===== config.mk =====
export PLATFORM = sky130hd
export DESIGN_NAME = stripe_request_splitter
export DESIGN_NICKNAME = d
export VERILOG_FILES = /design/src/rtl/srs_pkg.sv /design/src/rtl/stripe_request_splitter.sv /design/src/rtl/srs_divider.sv /design/src/rtl/srs_front.sv /design/src/rtl/srs_queue.sv /design/src/rtl/srs_back.sv
export SDC_FILE = /design/constraint.sdc
export NUM_CORES = 2
export LEC_CHECK = 0
export BUFFER_PORTS_ARGS = -buffer_cell sky130_fd_sc_hd__buf_2
export CAP_MARGIN = 40
export CORE_MARGIN = 1.5
export CORE_UTILIZATION = 35
export DETAILED_ROUTE_END_ITERATION = 6
export GPL_TIMING_DRIVEN = 0
export HOLD_SLACK_MARGIN = 0.12
export SETUP_SLACK_MARGIN = 0.1
export SLEW_MARGIN = 25
export SYNTH_ARGS = -nofsm -noshare
export SYNTH_HDL_FRONTEND = slang
export SYNTH_SLANG_ARGS = --single-unit

===== constraint.sdc =====
create_clock -name clk -period 15.4 [get_ports clk]
set_input_delay 0.77 -clock clk [delete_from_list [all_inputs] [get_ports clk]]
set_output_delay 0.77 -clock clk [all_outputs]
set_load 0.05 [all_outputs]

===== src/rtl/srs_pkg.sv =====
// ----------------------------------------------------------------------------
// srs_pkg: shared types and constants for the stripe request splitter
// Strip and stripe widths, register map and the job record handed from the
// front end to the chunk generator.
// ----------------------------------------------------------------------------
`default_nettype none
package srs_pkg;

	localparam int OFF_W   = 32;
	localparam int LEN_W   = 32;
	localparam int FIRST_W = 4;
	localparam int WIDTH_W = 5;
	localparam int SRV_W   = 4;
	localparam int SOFF_W  = 48;
	localparam int CLEN_W  = 21;
	localparam int BOFF_W  = 32;

	localparam int KB_W    = 11;
	localparam int KB_MAX  = 1024;
	localparam int KB_RST  = 64;
	localparam int SHIFT_KB = 10;
	localparam int INNER_W = 20;
	localparam int SB_W    = KB_W + SHIFT_KB;

	localparam int DIV_NW  = 23;
	localparam int DIV_DW  = KB_W;

	localparam int PROD_W  = DIV_NW + KB_W;

	localparam int QUEUE_DEPTH = 2;

	localparam int MAX_CHUNKS_DEF  = 64;
	localparam int MAX_SERVERS_DEF = 16;

	localparam int PADDR_W = 3;
	localparam int PDATA_W = 32;
	localparam logic [PADDR_W-3:0] REG_STRIP_KB = '0;

	typedef struct packed {
		logic [WIDTH_W-1:0] srv;
		logic [SOFF_W-1:0]  base;
		logic [INNER_W-1:0] inner;
		logic [LEN_W-1:0]   len;
		logic [WIDTH_W-1:0] w;
		logic [SB_W-1:0]    sb;
	} job_t;

endpackage
`default_nettype wire


===== src/rtl/stripe_request_splitter.sv =====
// ----------------------------------------------------------------------------
// stripe_request_splitter: top level
// Splits a file request into per-strip chunks across a striped server set.
// ----------------------------------------------------------------------------
// A request holds the front end from its acceptance to the next one: the
// accepting step, two 23-step passes of the shared radix-2 divider (offset
// over strip size, then stripe slot over stripe width) each followed by a
// result step, a multiply step and a queue write, which waits while the
// queue is full. Requests that give no chunk leave after the first pass.
// Behind a two-entry job queue the chunk generator emits one chunk per clock
// while the output is not stalled, loading each job before its first chunk.
// The strip size register sits at byte address 0 and must be written while
// idle; the block does not enforce this.
`default_nettype none
module stripe_request_splitter #(
	parameter int MAX_CHUNKS  = srs_pkg::MAX_CHUNKS_DEF,
	parameter int MAX_SERVERS = srs_pkg::MAX_SERVERS_DEF
) (
	input  wire logic                         clk,
	input  wire logic                         arst_n,
	input  wire logic                         psel,
	input  wire logic                         penable,
	input  wire logic                         pwrite,
	input  wire logic [srs_pkg::PADDR_W-1:0]  paddr,
	input  wire logic [srs_pkg::PDATA_W-1:0]  pwdata,
	output logic [srs_pkg::PDATA_W-1:0]       prdata,
	output logic                              pready,
	input  wire logic                         in_valid,
	output logic                              in_ready,
	input  wire logic [srs_pkg::OFF_W-1:0]    byte_offset,
	input  wire logic [srs_pkg::LEN_W-1:0]    byte_length,
	input  wire logic [srs_pkg::FIRST_W-1:0]  first_server,
	input  wire logic [srs_pkg::WIDTH_W-1:0]  server_count,
	output logic                              out_valid,
	input  wire logic                         out_ready,
	output logic [srs_pkg::SRV_W-1:0]         server_index,
	output logic [srs_pkg::SOFF_W-1:0]        server_byte_offset,
	output logic [srs_pkg::CLEN_W-1:0]        chunk_length,
	output logic [srs_pkg::BOFF_W-1:0]        buffer_offset,
	output logic                              last_chunk,
	output logic                              truncated
);
	logic [srs_pkg::KB_W-1:0] strip_kb_q;
	logic                     sel_strip;
	logic                     push;
	logic                     full;
	logic                     pop;
	logic                     empty;
	srs_pkg::job_t            wr_job;
	srs_pkg::job_t            rd_job;

	assign pready    = 1'b1;
	assign sel_strip = paddr[srs_pkg::PADDR_W-1:2] == srs_pkg::REG_STRIP_KB;
	assign prdata    = sel_strip ? srs_pkg::PDATA_W'(strip_kb_q) : '0;

	always_ff @(posedge clk or negedge arst_n) begin
		if (!arst_n) begin
			strip_kb_q <= srs_pkg::KB_W'(srs_pkg::KB_RST);
		end else if (psel && penable && pwrite && pready && sel_strip) begin
			strip_kb_q <= pwdata[srs_pkg::KB_W-1:0];
		end
	end

	srs_front #(
		.MAX_SERVERS (MAX_SERVERS)
	) u_front (
		.clk          (clk),
		.arst_n       (arst_n),
		.strip_kb     (strip_kb_q),
		.in_valid     (in_valid),
		.in_ready     (in_ready),
		.byte_offset  (byte_offset),
		.byte_length  (byte_length),
		.first_server (first_server),
		.server_count (server_count),
		.push         (push),
		.job          (wr_job),
		.full         (full)
	);

	srs_queue u_queue (
		.clk    (clk),
		.arst_n (arst_n),
		.push   (push),
		.wr_job (wr_job),
		.full   (full),
		.pop    (pop),
		.rd_job (rd_job),
		.empty  (empty)
	);

	srs_back #(
		.MAX_CHUNKS (MAX_CHUNKS)
	) u_back (
		.clk                (clk),
		.arst_n             (arst_n),
		.job                (rd_job),
		.empty              (empty),
		.pop                (pop),
		.out_valid          (out_valid),
		.out_ready          (out_ready),
		.server_index       (server_index),
		.server_byte_offset (server_byte_offset),
		.chunk_length       (chunk_length),
		.buffer_offset      (buffer_offset),
		.last_chunk         (last_chunk),
		.truncated          (truncated)
	);
endmodule
`default_nettype wire


===== src/rtl/srs_divider.sv =====
// ----------------------------------------------------------------------------
// srs_divider: shared restoring divider
// One quotient bit per clock; quotient and remainder hold after done.
// ----------------------------------------------------------------------------
`default_nettype none
module srs_divider (
	input  wire logic                       clk,
	input  wire logic                       arst_n,
	input  wire logic                       start,
	input  wire logic [srs_pkg::DIV_NW-1:0] dividend,
	input  wire logic [srs_pkg::DIV_DW-1:0] divisor,
	output logic                            done,
	output logic [srs_pkg::DIV_NW-1:0]      quot,
	output logic [srs_pkg::DIV_DW-1:0]      rem
);
	localparam int NW = srs_pkg::DIV_NW;
	localparam int DW = srs_pkg::DIV_DW;
	localparam int CW = $clog2(NW);

	logic          busy_q;
	logic          done_q;
	logic [CW-1:0] cnt_q;
	logic [NW-1:0] qd_q;
	logic [DW-1:0] r_q;
	logic [DW-1:0] d_q;
	logic [DW:0]   trial;
	logic          fits;

	assign trial = {r_q, qd_q[NW-1]};
	assign fits  = trial >= {1'b0, d_q};

	always_ff @(posedge clk or negedge arst_n) begin
		if (!arst_n) begin
			busy_q <= 1'b0;
			done_q <= 1'b0;
			cnt_q  <= '0;
		end else begin
			done_q <= 1'b0;
			if (start) begin
				busy_q <= 1'b1;
				cnt_q  <= '0;
			end else if (busy_q) begin
				cnt_q <= cnt_q + 1'b1;
				if (cnt_q == CW'(NW - 1)) begin
					busy_q <= 1'b0;
					done_q <= 1'b1;
				end
			end
		end
	end

	always_ff @(posedge clk) begin
		if (start) begin
			qd_q <= dividend;
			r_q  <= '0;
			d_q  <= divisor;
		end else if (busy_q) begin
			qd_q <= {qd_q[NW-2:0], fits};
			r_q  <= fits ? DW'(trial - {1'b0, d_q}) : trial[DW-1:0];
		end
	end

	assign done = done_q;
	assign quot = qd_q;
	assign rem  = r_q;
endmodule
`default_nettype wire


===== src/rtl/srs_front.sv =====
// ----------------------------------------------------------------------------
// srs_front: request intake and classification
// Clamps strip and stripe sizes, finds the first strip, its stripe slot and
// server base offset, and drops requests that produce no chunk.
// ----------------------------------------------------------------------------
`default_nettype none
module srs_front #(
	parameter int MAX_SERVERS = srs_pkg::MAX_SERVERS_DEF
) (
	input  wire logic                        clk,
	input  wire logic                        arst_n,
	input  wire logic [srs_pkg::KB_W-1:0]    strip_kb,
	input  wire logic                        in_valid,
	output logic                             in_ready,
	input  wire logic [srs_pkg::OFF_W-1:0]   byte_offset,
	input  wire logic [srs_pkg::LEN_W-1:0]   byte_length,
	input  wire logic [srs_pkg::FIRST_W-1:0] first_server,
	input  wire logic [srs_pkg::WIDTH_W-1:0] server_count,
	output logic                             push,
	output srs_pkg::job_t                    job,
	input  wire logic                        full
);
	typedef enum logic [2:0] {
		S_IDLE,
		S_DIV_STRIP,
		S_DIV_STRIPE,
		S_MUL,
		S_PUSH
	} state_t;

	state_t state_q;

	logic [srs_pkg::OFF_W-1:0]   off_q;
	logic [srs_pkg::LEN_W-1:0]   len_q;
	logic [srs_pkg::FIRST_W-1:0] first_q;
	logic [srs_pkg::WIDTH_W-1:0] w_q;
	logic [srs_pkg::KB_W-1:0]    kb_q;
	logic [srs_pkg::INNER_W-1:0] inner_q;
	logic [srs_pkg::WIDTH_W-1:0] srv_q;
	logic [srs_pkg::DIV_NW-1:0]  q0_q;
	logic [srs_pkg::PROD_W-1:0]  prod_q;

	logic [srs_pkg::KB_W-1:0]    kb_eff;
	logic [srs_pkg::WIDTH_W-1:0] w_eff;
	logic                        accept;
	logic                        empty_req;
	logic                        div_start;
	logic                        div_done;
	logic [srs_pkg::DIV_NW-1:0]  div_dividend;
	logic [srs_pkg::DIV_DW-1:0]  div_divisor;
	logic [srs_pkg::DIV_NW-1:0]  div_quot;
	logic [srs_pkg::DIV_DW-1:0]  div_rem;

	always_comb begin
		priority if (strip_kb == '0)
			kb_eff = srs_pkg::KB_W'(1);
		else if (32'(strip_kb) > srs_pkg::KB_MAX)
			kb_eff = srs_pkg::KB_W'(srs_pkg::KB_MAX);
		else
			kb_eff = strip_kb;
	end

	always_comb begin
		priority if (server_count == '0)
			w_eff = srs_pkg::WIDTH_W'(1);
		else if (32'(server_count) > MAX_SERVERS)
			w_eff = srs_pkg::WIDTH_W'(MAX_SERVERS);
		else
			w_eff = server_count;
	end

	assign in_ready  = state_q == S_IDLE;
	assign accept    = in_ready && in_valid;
	assign empty_req = (len_q == '0) && (div_rem[srs_pkg::SHIFT_KB-1:0] == '0)
		&& (off_q[srs_pkg::SHIFT_KB-1:0] == '0);

	assign div_start = accept || (state_q == S_DIV_STRIP && div_done && !empty_req);
	assign div_dividend = (state_q == S_IDLE)
		? srs_pkg::DIV_NW'(byte_offset[srs_pkg::OFF_W-1:srs_pkg::SHIFT_KB])
		: srs_pkg::DIV_NW'(first_q) + div_quot;
	assign div_divisor = (state_q == S_IDLE) ? kb_eff : srs_pkg::DIV_DW'(w_q);

	srs_divider u_div (
		.clk      (clk),
		.arst_n   (arst_n),
		.start    (div_start),
		.dividend (div_dividend),
		.divisor  (div_divisor),
		.done     (div_done),
		.quot     (div_quot),
		.rem      (div_rem)
	);

	always_ff @(posedge clk or negedge arst_n) begin
		if (!arst_n) begin
			state_q <= S_IDLE;
		end else begin
			unique case (state_q)
				S_IDLE: begin
					if (accept) begin
						state_q <= S_DIV_STRIP;
					end
				end
				S_DIV_STRIP: begin
					if (div_done) begin
						state_q <= empty_req ? S_IDLE : S_DIV_STRIPE;
					end
				end
				S_DIV_STRIPE: begin
					if (div_done) begin
						state_q <= S_MUL;
					end
				end
				S_MUL: begin
					state_q <= S_PUSH;
				end
				S_PUSH: begin
					if (!full) begin
						state_q <= S_IDLE;
					end
				end
				default: begin
					state_q <= S_IDLE;
				end
			endcase
		end
	end

	always_ff @(posedge clk) begin
		if (accept) begin
			off_q   <= byte_offset;
			len_q   <= byte_length;
			first_q <= first_server;
			w_q     <= w_eff;
			kb_q    <= kb_eff;
		end
		if (state_q == S_DIV_STRIP && div_done) begin
			inner_q <= {div_rem[srs_pkg::SHIFT_KB-1:0], off_q[srs_pkg::SHIFT_KB-1:0]};
		end
		if (state_q == S_DIV_STRIPE && div_done) begin
			srv_q <= div_rem[srs_pkg::WIDTH_W-1:0];
			q0_q  <= div_quot;
		end
		if (state_q == S_MUL) begin
			prod_q <= srs_pkg::PROD_W'(q0_q) * srs_pkg::PROD_W'(kb_q);
		end
	end

	assign push      = (state_q == S_PUSH) && !full;
	assign job.srv   = srv_q;
	assign job.base  = srs_pkg::SOFF_W'({prod_q, {srs_pkg::SHIFT_KB{1'b0}}});
	assign job.inner = inner_q;
	assign job.len   = len_q;
	assign job.w     = w_q;
	assign job.sb    = {kb_q, {srs_pkg::SHIFT_KB{1'b0}}};
endmodule
`default_nettype wire


===== src/rtl/srs_queue.sv =====
// ----------------------------------------------------------------------------
// srs_queue: job queue
// Short first-in first-out store between the front end and the chunk
// generator.
// ----------------------------------------------------------------------------
`default_nettype none
module srs_queue (
	input  wire logic          clk,
	input  wire logic          arst_n,
	input  wire logic          push,
	input  wire srs_pkg::job_t wr_job,
	output logic               full,
	input  wire logic          pop,
	output srs_pkg::job_t      rd_job,
	output logic               empty
);
	localparam int DEPTH = srs_pkg::QUEUE_DEPTH;
	localparam int PW    = $clog2(DEPTH);
	localparam int CW    = $clog2(DEPTH + 1);

	srs_pkg::job_t entry_q [DEPTH];
	logic [PW-1:0] wr_ptr_q;
	logic [PW-1:0] rd_ptr_q;
	logic [CW-1:0] count_q;

	assign full   = count_q == CW'(DEPTH);
	assign empty  = count_q == '0;
	assign rd_job = entry_q[rd_ptr_q];

	always_ff @(posedge clk or negedge arst_n) begin
		if (!arst_n) begin
			wr_ptr_q <= '0;
			rd_ptr_q <= '0;
			count_q  <= '0;
		end else begin
			if (push) begin
				wr_ptr_q <= (wr_ptr_q == PW'(DEPTH - 1)) ? '0 : wr_ptr_q + 1'b1;
			end
			if (pop) begin
				rd_ptr_q <= (rd_ptr_q == PW'(DEPTH - 1)) ? '0 : rd_ptr_q + 1'b1;
			end
			unique case ({push, pop})
				2'b10:   count_q <= count_q + 1'b1;
				2'b01:   count_q <= count_q - 1'b1;
				default: count_q <= count_q;
			endcase
		end
	end

	always_ff @(posedge clk) begin
		if (push) begin
			entry_q[wr_ptr_q] <= wr_job;
		end
	end
endmodule
`default_nettype wire


===== src/rtl/srs_back.sv =====
// ----------------------------------------------------------------------------
// srs_back: chunk generator
// Walks the strips of one job into an output register, one chunk per clock unless stalled.
// ----------------------------------------------------------------------------
`default_nettype none
module srs_back #(
	parameter int MAX_CHUNKS = srs_pkg::MAX_CHUNKS_DEF
) (
	input  wire logic                         clk,
	input  wire logic                         arst_n,
	input  wire srs_pkg::job_t                job,
	input  wire logic                         empty,
	output logic                              pop,
	output logic                              out_valid,
	input  wire logic                         out_ready,
	output logic [srs_pkg::SRV_W-1:0]         server_index,
	output logic [srs_pkg::SOFF_W-1:0]        server_byte_offset,
	output logic [srs_pkg::CLEN_W-1:0]        chunk_length,
	output logic [srs_pkg::BOFF_W-1:0]        buffer_offset,
	output logic                              last_chunk,
	output logic                              truncated
);
	localparam int CW = $clog2(MAX_CHUNKS + 1);

	logic                         active_q;
	logic [srs_pkg::WIDTH_W-1:0]  srv_q;
	logic [srs_pkg::SOFF_W-1:0]   base_q;
	logic [srs_pkg::INNER_W-1:0]  inner_q;
	logic [srs_pkg::LEN_W-1:0]    rem_q;
	logic [srs_pkg::BOFF_W-1:0]   boff_q;
	logic [srs_pkg::WIDTH_W-1:0]  w_q;
	logic [srs_pkg::SB_W-1:0]     sb_q;
	logic [CW-1:0]                cnt_q;
	logic                         out_valid_q;

	logic [srs_pkg::SB_W-1:0]     avail;
	logic                         fits_all;
	logic                         at_limit;
	logic [srs_pkg::CLEN_W-1:0]   clen;
	logic                         advance;
	logic                         is_last;
	logic [srs_pkg::WIDTH_W:0]    srv_inc;

	assign avail    = sb_q - srs_pkg::SB_W'(inner_q);
	assign fits_all = rem_q <= srs_pkg::LEN_W'(avail);
	assign clen     = fits_all ? srs_pkg::CLEN_W'(rem_q) : srs_pkg::CLEN_W'(avail);
	assign at_limit = cnt_q == CW'(MAX_CHUNKS - 1);
	assign is_last  = fits_all || at_limit;
	assign advance  = active_q && (!out_valid_q || out_ready);
	assign pop      = !active_q && !empty;
	assign srv_inc  = {1'b0, srv_q} + 1'b1;

	always_ff @(posedge clk or negedge arst_n) begin
		if (!arst_n) begin
			active_q    <= 1'b0;
			out_valid_q <= 1'b0;
		end else begin
			if (pop) begin
				active_q <= 1'b1;
			end else if (advance && is_last) begin
				active_q <= 1'b0;
			end
			if (advance) begin
				out_valid_q <= 1'b1;
			end else if (out_ready) begin
				out_valid_q <= 1'b0;
			end
		end
	end

	always_ff @(posedge clk) begin
		if (pop) begin
			srv_q   <= job.srv;
			base_q  <= job.base;
			inner_q <= job.inner;
			rem_q   <= job.len;
			boff_q  <= '0;
			w_q     <= job.w;
			sb_q    <= job.sb;
			cnt_q   <= '0;
		end else if (advance) begin
			inner_q <= '0;
			rem_q   <= rem_q - srs_pkg::LEN_W'(clen);
			boff_q  <= boff_q + srs_pkg::BOFF_W'(clen);
			cnt_q   <= cnt_q + 1'b1;
			if (srv_inc == {1'b0, w_q}) begin
				srv_q  <= '0;
				base_q <= base_q + srs_pkg::SOFF_W'(sb_q);
			end else begin
				srv_q <= srv_inc[srs_pkg::WIDTH_W-1:0];
			end
		end
		if (advance) begin
			server_index       <= srv_q[srs_pkg::SRV_W-1:0];
			server_byte_offset <= base_q + srs_pkg::SOFF_W'(inner_q);
			chunk_length       <= clen;
			buffer_offset      <= boff_q;
			last_chunk         <= is_last;
			truncated          <= !fits_all && at_limit;
		end
	end

	assign out_valid = out_valid_q;
endmodule
`default_nettype wire


==> results by group <==
Placed design
  – Hpwl dp: 72.9 mm
  – Routability congestion estimate from global placement: 0.897
  – Port bufs: 211

Global routing
  – Vias in the first global route: 25.1k
  – Global route overflow: 0
  – Total track usage: 17.1%
  – First-pass GRT wire length: 147 mm
  – Initial antenna violation count: 2
  – Largest net degree at the start of global routing: 49

Clocking
  – Cts repair resizes: 0
  – Max clock buf depth: 3
  – Clock slew at reported path FFs: 60 ps
  – Postcts setup bufs: 0
  – H-tree depth: 3
  – CTS tree: done
  – Clk sink count: 687
  – Root Driver: clkbuf_16
  – Clk_lat worst skew: 660 ps
  – TritonCTS buffer count: 77

Floorplan
  – Ports: 257
  – Core Area: 109000 um2
  – Die Y: 335 um
  – Row cnt: 121
  – Initial Util: 35.3%
  – Die X: 335 um
  – Die ar.: 112000 um2

Logic synthesis
  – Ys async rst share: 3.93%
  – Cells after Synth: 3233
  – Yosys Warn Count: 0
  – Mapped Area: 38500 um2
  – Post-synthesis register bit count: 687
  – Sequential area share after synthesis: 52.0%
  – Ys flop type: edfxtp_1
  – Post-synth EDFFs: 610
  – Synth Area per Inst: 11.9 um2
  – Distinct cells, synth: 79

STA
  – Fin. Hold Viols: 0
  – Minimum clock period: 8860 ps
  – Final setup violation count: 0
  – RSZ-0062 raised after global routing: no
  – Clock skew: 36.1 ps
  – F_max: 113 MHz
  – Max Slew Vio Count: 0
  – Final Cycle Share: 57.5%
  – Final TNS setup: 0 ps
  – Worst slew margin: 42.6%
  – Worst slew pin tran: 861 ps

Power and ir drop
  – Static Leak: 17.6 nW
  – Internal power: 5.11 mW
  – Sw Share: 38.0%
  – Combinational power share: 43.8%
  – Clock Power Share: 23.1%
  – Share of power burned in registers: 33.1%
  – Worst vdd ir: 0.000194 V
  – Power per cell area: 185 nW/um2
  – NetSw: 3.14 mW

Detailed routing
  – Antenna Nets Post-Route: 0
  – WL final: 95.6 mm
  – DRC violations left: 0
  – 1st-pass router iterations: 7
  – Starting DRT DRC Count: 1835
  – Avg WL per Cell: 18.9 um
  – Met3 wire len: 5.52 mm
  – DR vias: 25.2k
  – WL met1: 43.5 mm
  – Vias per cell: 4.99
  – Met2 Wirelength: 44.2 mm
  – Top sig layer: met4

Worst setup path
  – Max FO, Critical Path: 10
  – Crit end category: register
  – Worst path required time: 15770 ps
  – Crit Path Category: reg2reg
  – Crit start category: register
  – Data arrival, critical path: 9230 ps
  – Slowest cell on crit path: or4_1
  – Most frequent CP cell: a21oi_1
  – CP max stage delay: 570 ps

Finish
  – Final core utilization: 41.0%
  – Fillers: 10.2k
  – Nets: 4071
  – Layout cells sized above 1: 12.6%
  – Area of the multi-input gates: 17000 um2
  – Diode count: 0
  – Register Area: 20000 um2
  – P&R area growth vs syn: 15.9%

Hold path
  – Worst hold path class: in2reg

Run
  – MaxCap Viol Count: 0

Outcome
  – Status: finished, final reports clean
## critical path: cells and delay by family, from the launching register on
kind | cells | cell delay, ps
DFF | 1 | 500
buffers and inverters | 2 | 380
AOI/OAI and AO/OA | 18 | 4760
and+or+nand+nor | 7 | 1620
adders and majority gates | 3 | 950
xor gates and xnor gates | 2 | 370
## metrics by stage
stage	hold slack, ps	total power [mW]	setup slack [ps]	instances	instance area (um2)
2_1_floorplan	421	5.45	8290	3253	38500
3_3_place_gp	423	6.28	6240	4878	41400
3_5_place_dp	429	6.35	6640	4907	41900
4_1_cts	174	8.29	6590	5049	44600
5_1_grt	258	8.85	6130	5051	44600
6_report	284	8.24	6540	5051	44600
## what timing repair did
| action | 4_1_cts | 5_1_grt |
|---|---|---|
| setup endpoints to repair | 0 | 0 |
| hold endpoints to repair | 0 | 10 |
| hold buffers | 0 | 1 |
## synth_stat cells (9+ instances only)
master / number / area (um2)
nand2b_1: 23 / 144
a31oi_1: 12 / 75.1
nand3_1: 65 / 325
ha_1: 188 / 2350
nand4_1: 27 / 169
and3_1: 24 / 150
and4_1: 9 / 78.8
mux2i_1: 61 / 611
xor2_1: 88 / 771
xnor2_1: 113 / 990
inv_1: 258 / 968
dfrtp_1: 26 / 651
mux2_2: 39 / 439
dfxtp_1: 50 / 1000
clkbuf_1: 109 / 409
buf_4: 23 / 173
and2_1: 103 / 644
o211ai_1: 13 / 97.6
a21o_1: 37 / 278
edfxtp_1: 610 / 18300
o21a_1: 38 / 285
o21bai_1: 12 / 90.1
fa_1: 194 / 3880
nand2_1: 342 / 1280
a21oi_1: 162 / 811
nor2_1: 166 / 623
o22ai_1: 9 / 56.3
or3_1: 21 / 131
nor4_1: 19 / 119
o31ai_1: 10 / 75.1
o21ai_0: 124 / 621
nor3_1: 31 / 155
nor2b_1: 74 / 463
a211oi_1: 53 / 398
## final timing paths
path                                                      start                               end  slack (ps)  depth (start not counted)
worst max-delay path            u_back.inner_q[2]$_SDFFCE_PN0P_        u_back.rem_q[28]$_DFFE_PP_        6540                         32
min in group asynchronous                                arst_n         strip_kb_q[9]$_DFFE_PN0P_         530                          2
worst min register to register     u_front.prod_q[12]$_DFFE_PP_  u_queue.entry_q[1][80]$_DFFE_PP_         430                          0
worst max register to register  u_back.inner_q[2]$_SDFFCE_PN0P_        u_back.rem_q[28]$_DFFE_PP_        6540                         32
worst min-delay path                            first_server[2]      u_front.first_q[2]$_DFFE_PP_         280                          1
max in group asynchronous                                arst_n      u_back.out_valid$_DFFE_PN0P_       14440                          3
## sequential cells by signal, indices dropped and copies added, names as in the netlist, 20 cells and up
signal and count:
u_front.len_q 32, u_back.server_byte_offset 48, u_front.inner_q 20, u_back.base_q 38
u_back.inner_q 20, u_front.u_div.quot 23, u_back.rem_q 32, u_back.chunk_length 21
u_back.boff_q 32, u_front.prod_q 34, u_back.buffer_offset 32, u_queue.entry_q 214
u_front.q0_q 23
## routing by layer
layer / vias to the layer above / track usage [%]
li1: 12000 / -
met1: 12321 / 23.6
met2: 739 / 27.8
met3: 145 / 2.39
met4: 0 / 5.30
met5: - / 0
## final cells by class
class / count / share of cell area, %
Inverter: 260 / 2.19
Multi-Input combinational cell: 2161 / 38.0
Sequential cell: 687 / 44.8
Buffer: 145 / 1.50
Tap cell: 1414 / 3.97
Clock inverter: 44 / 1.16
Clock buffer: 98 / 4.73
Timing Repair Buffer: 242 / 3.59
## cell usage in the layout, fill, tap and decap left out, types with 13 or more instances in the layout
| cell type | n |
|---|---|
| a211oi_1 | 53 |
| buf_2 | 216 |
| xnor2_1 | 113 |
| mux2i_1 | 61 |
| a21o_1 | 37 |
| nor3_1 | 31 |
| buf_4 | 28 |
| and2_1 | 102 |
| nor4_1 | 19 |
| inv_1 | 257 |
| nand2b_1 | 23 |
| clkbuf_16 | 80 |
| clkinv_1 | 15 |
| nor2b_1 | 74 |
| or3_1 | 21 |
| ha_1 | 188 |
| nand3_1 | 65 |
| clkbuf_1 | 120 |
| a21oi_1 | 162 |
| edfxtp_1 | 610 |
| o21ai_0 | 123 |
| o211ai_1 | 13 |
| mux2_2 | 39 |
| xor2_1 | 88 |
| nor2_1 | 163 |
| fa_1 | 194 |
| and3_1 | 24 |
| dfrtp_1 | 26 |
| dfxtp_1 | 50 |
| conb_1 | 22 |
| o21a_1 | 38 |
| nand4_1 | 27 |
| nand2_1 | 342 |
## logic make-up after synthesis
kind of cell / Yosys count / share of synthesized area (%)
AO/OA/AOI/OAI: 523 / 8.54
XOR/XNOR: 201 / 4.58
adder cells (fa/ha/maj): 382 / 16.2
buffers and inverters: 405 / 4.24
flip-flops: 687 / 52.0
multiplexers: 100 / 2.73
other: 2 / 0.0195
AND/OR/NAND/NOR: 933 / 11.7
## power groups by stage
stage               Sequential [mW]  Clock (mW)  Combinational, mW
floorplan                      2.78           0               2.67
global placement               2.76           0               3.51
detailed placement             2.76           0               3.58
CTS                            2.73        1.95               3.61
global route                   2.76        2.02               4.07
finish                         2.73        1.90               3.61
Note: power is estimated with default switching activity, not from simulation.
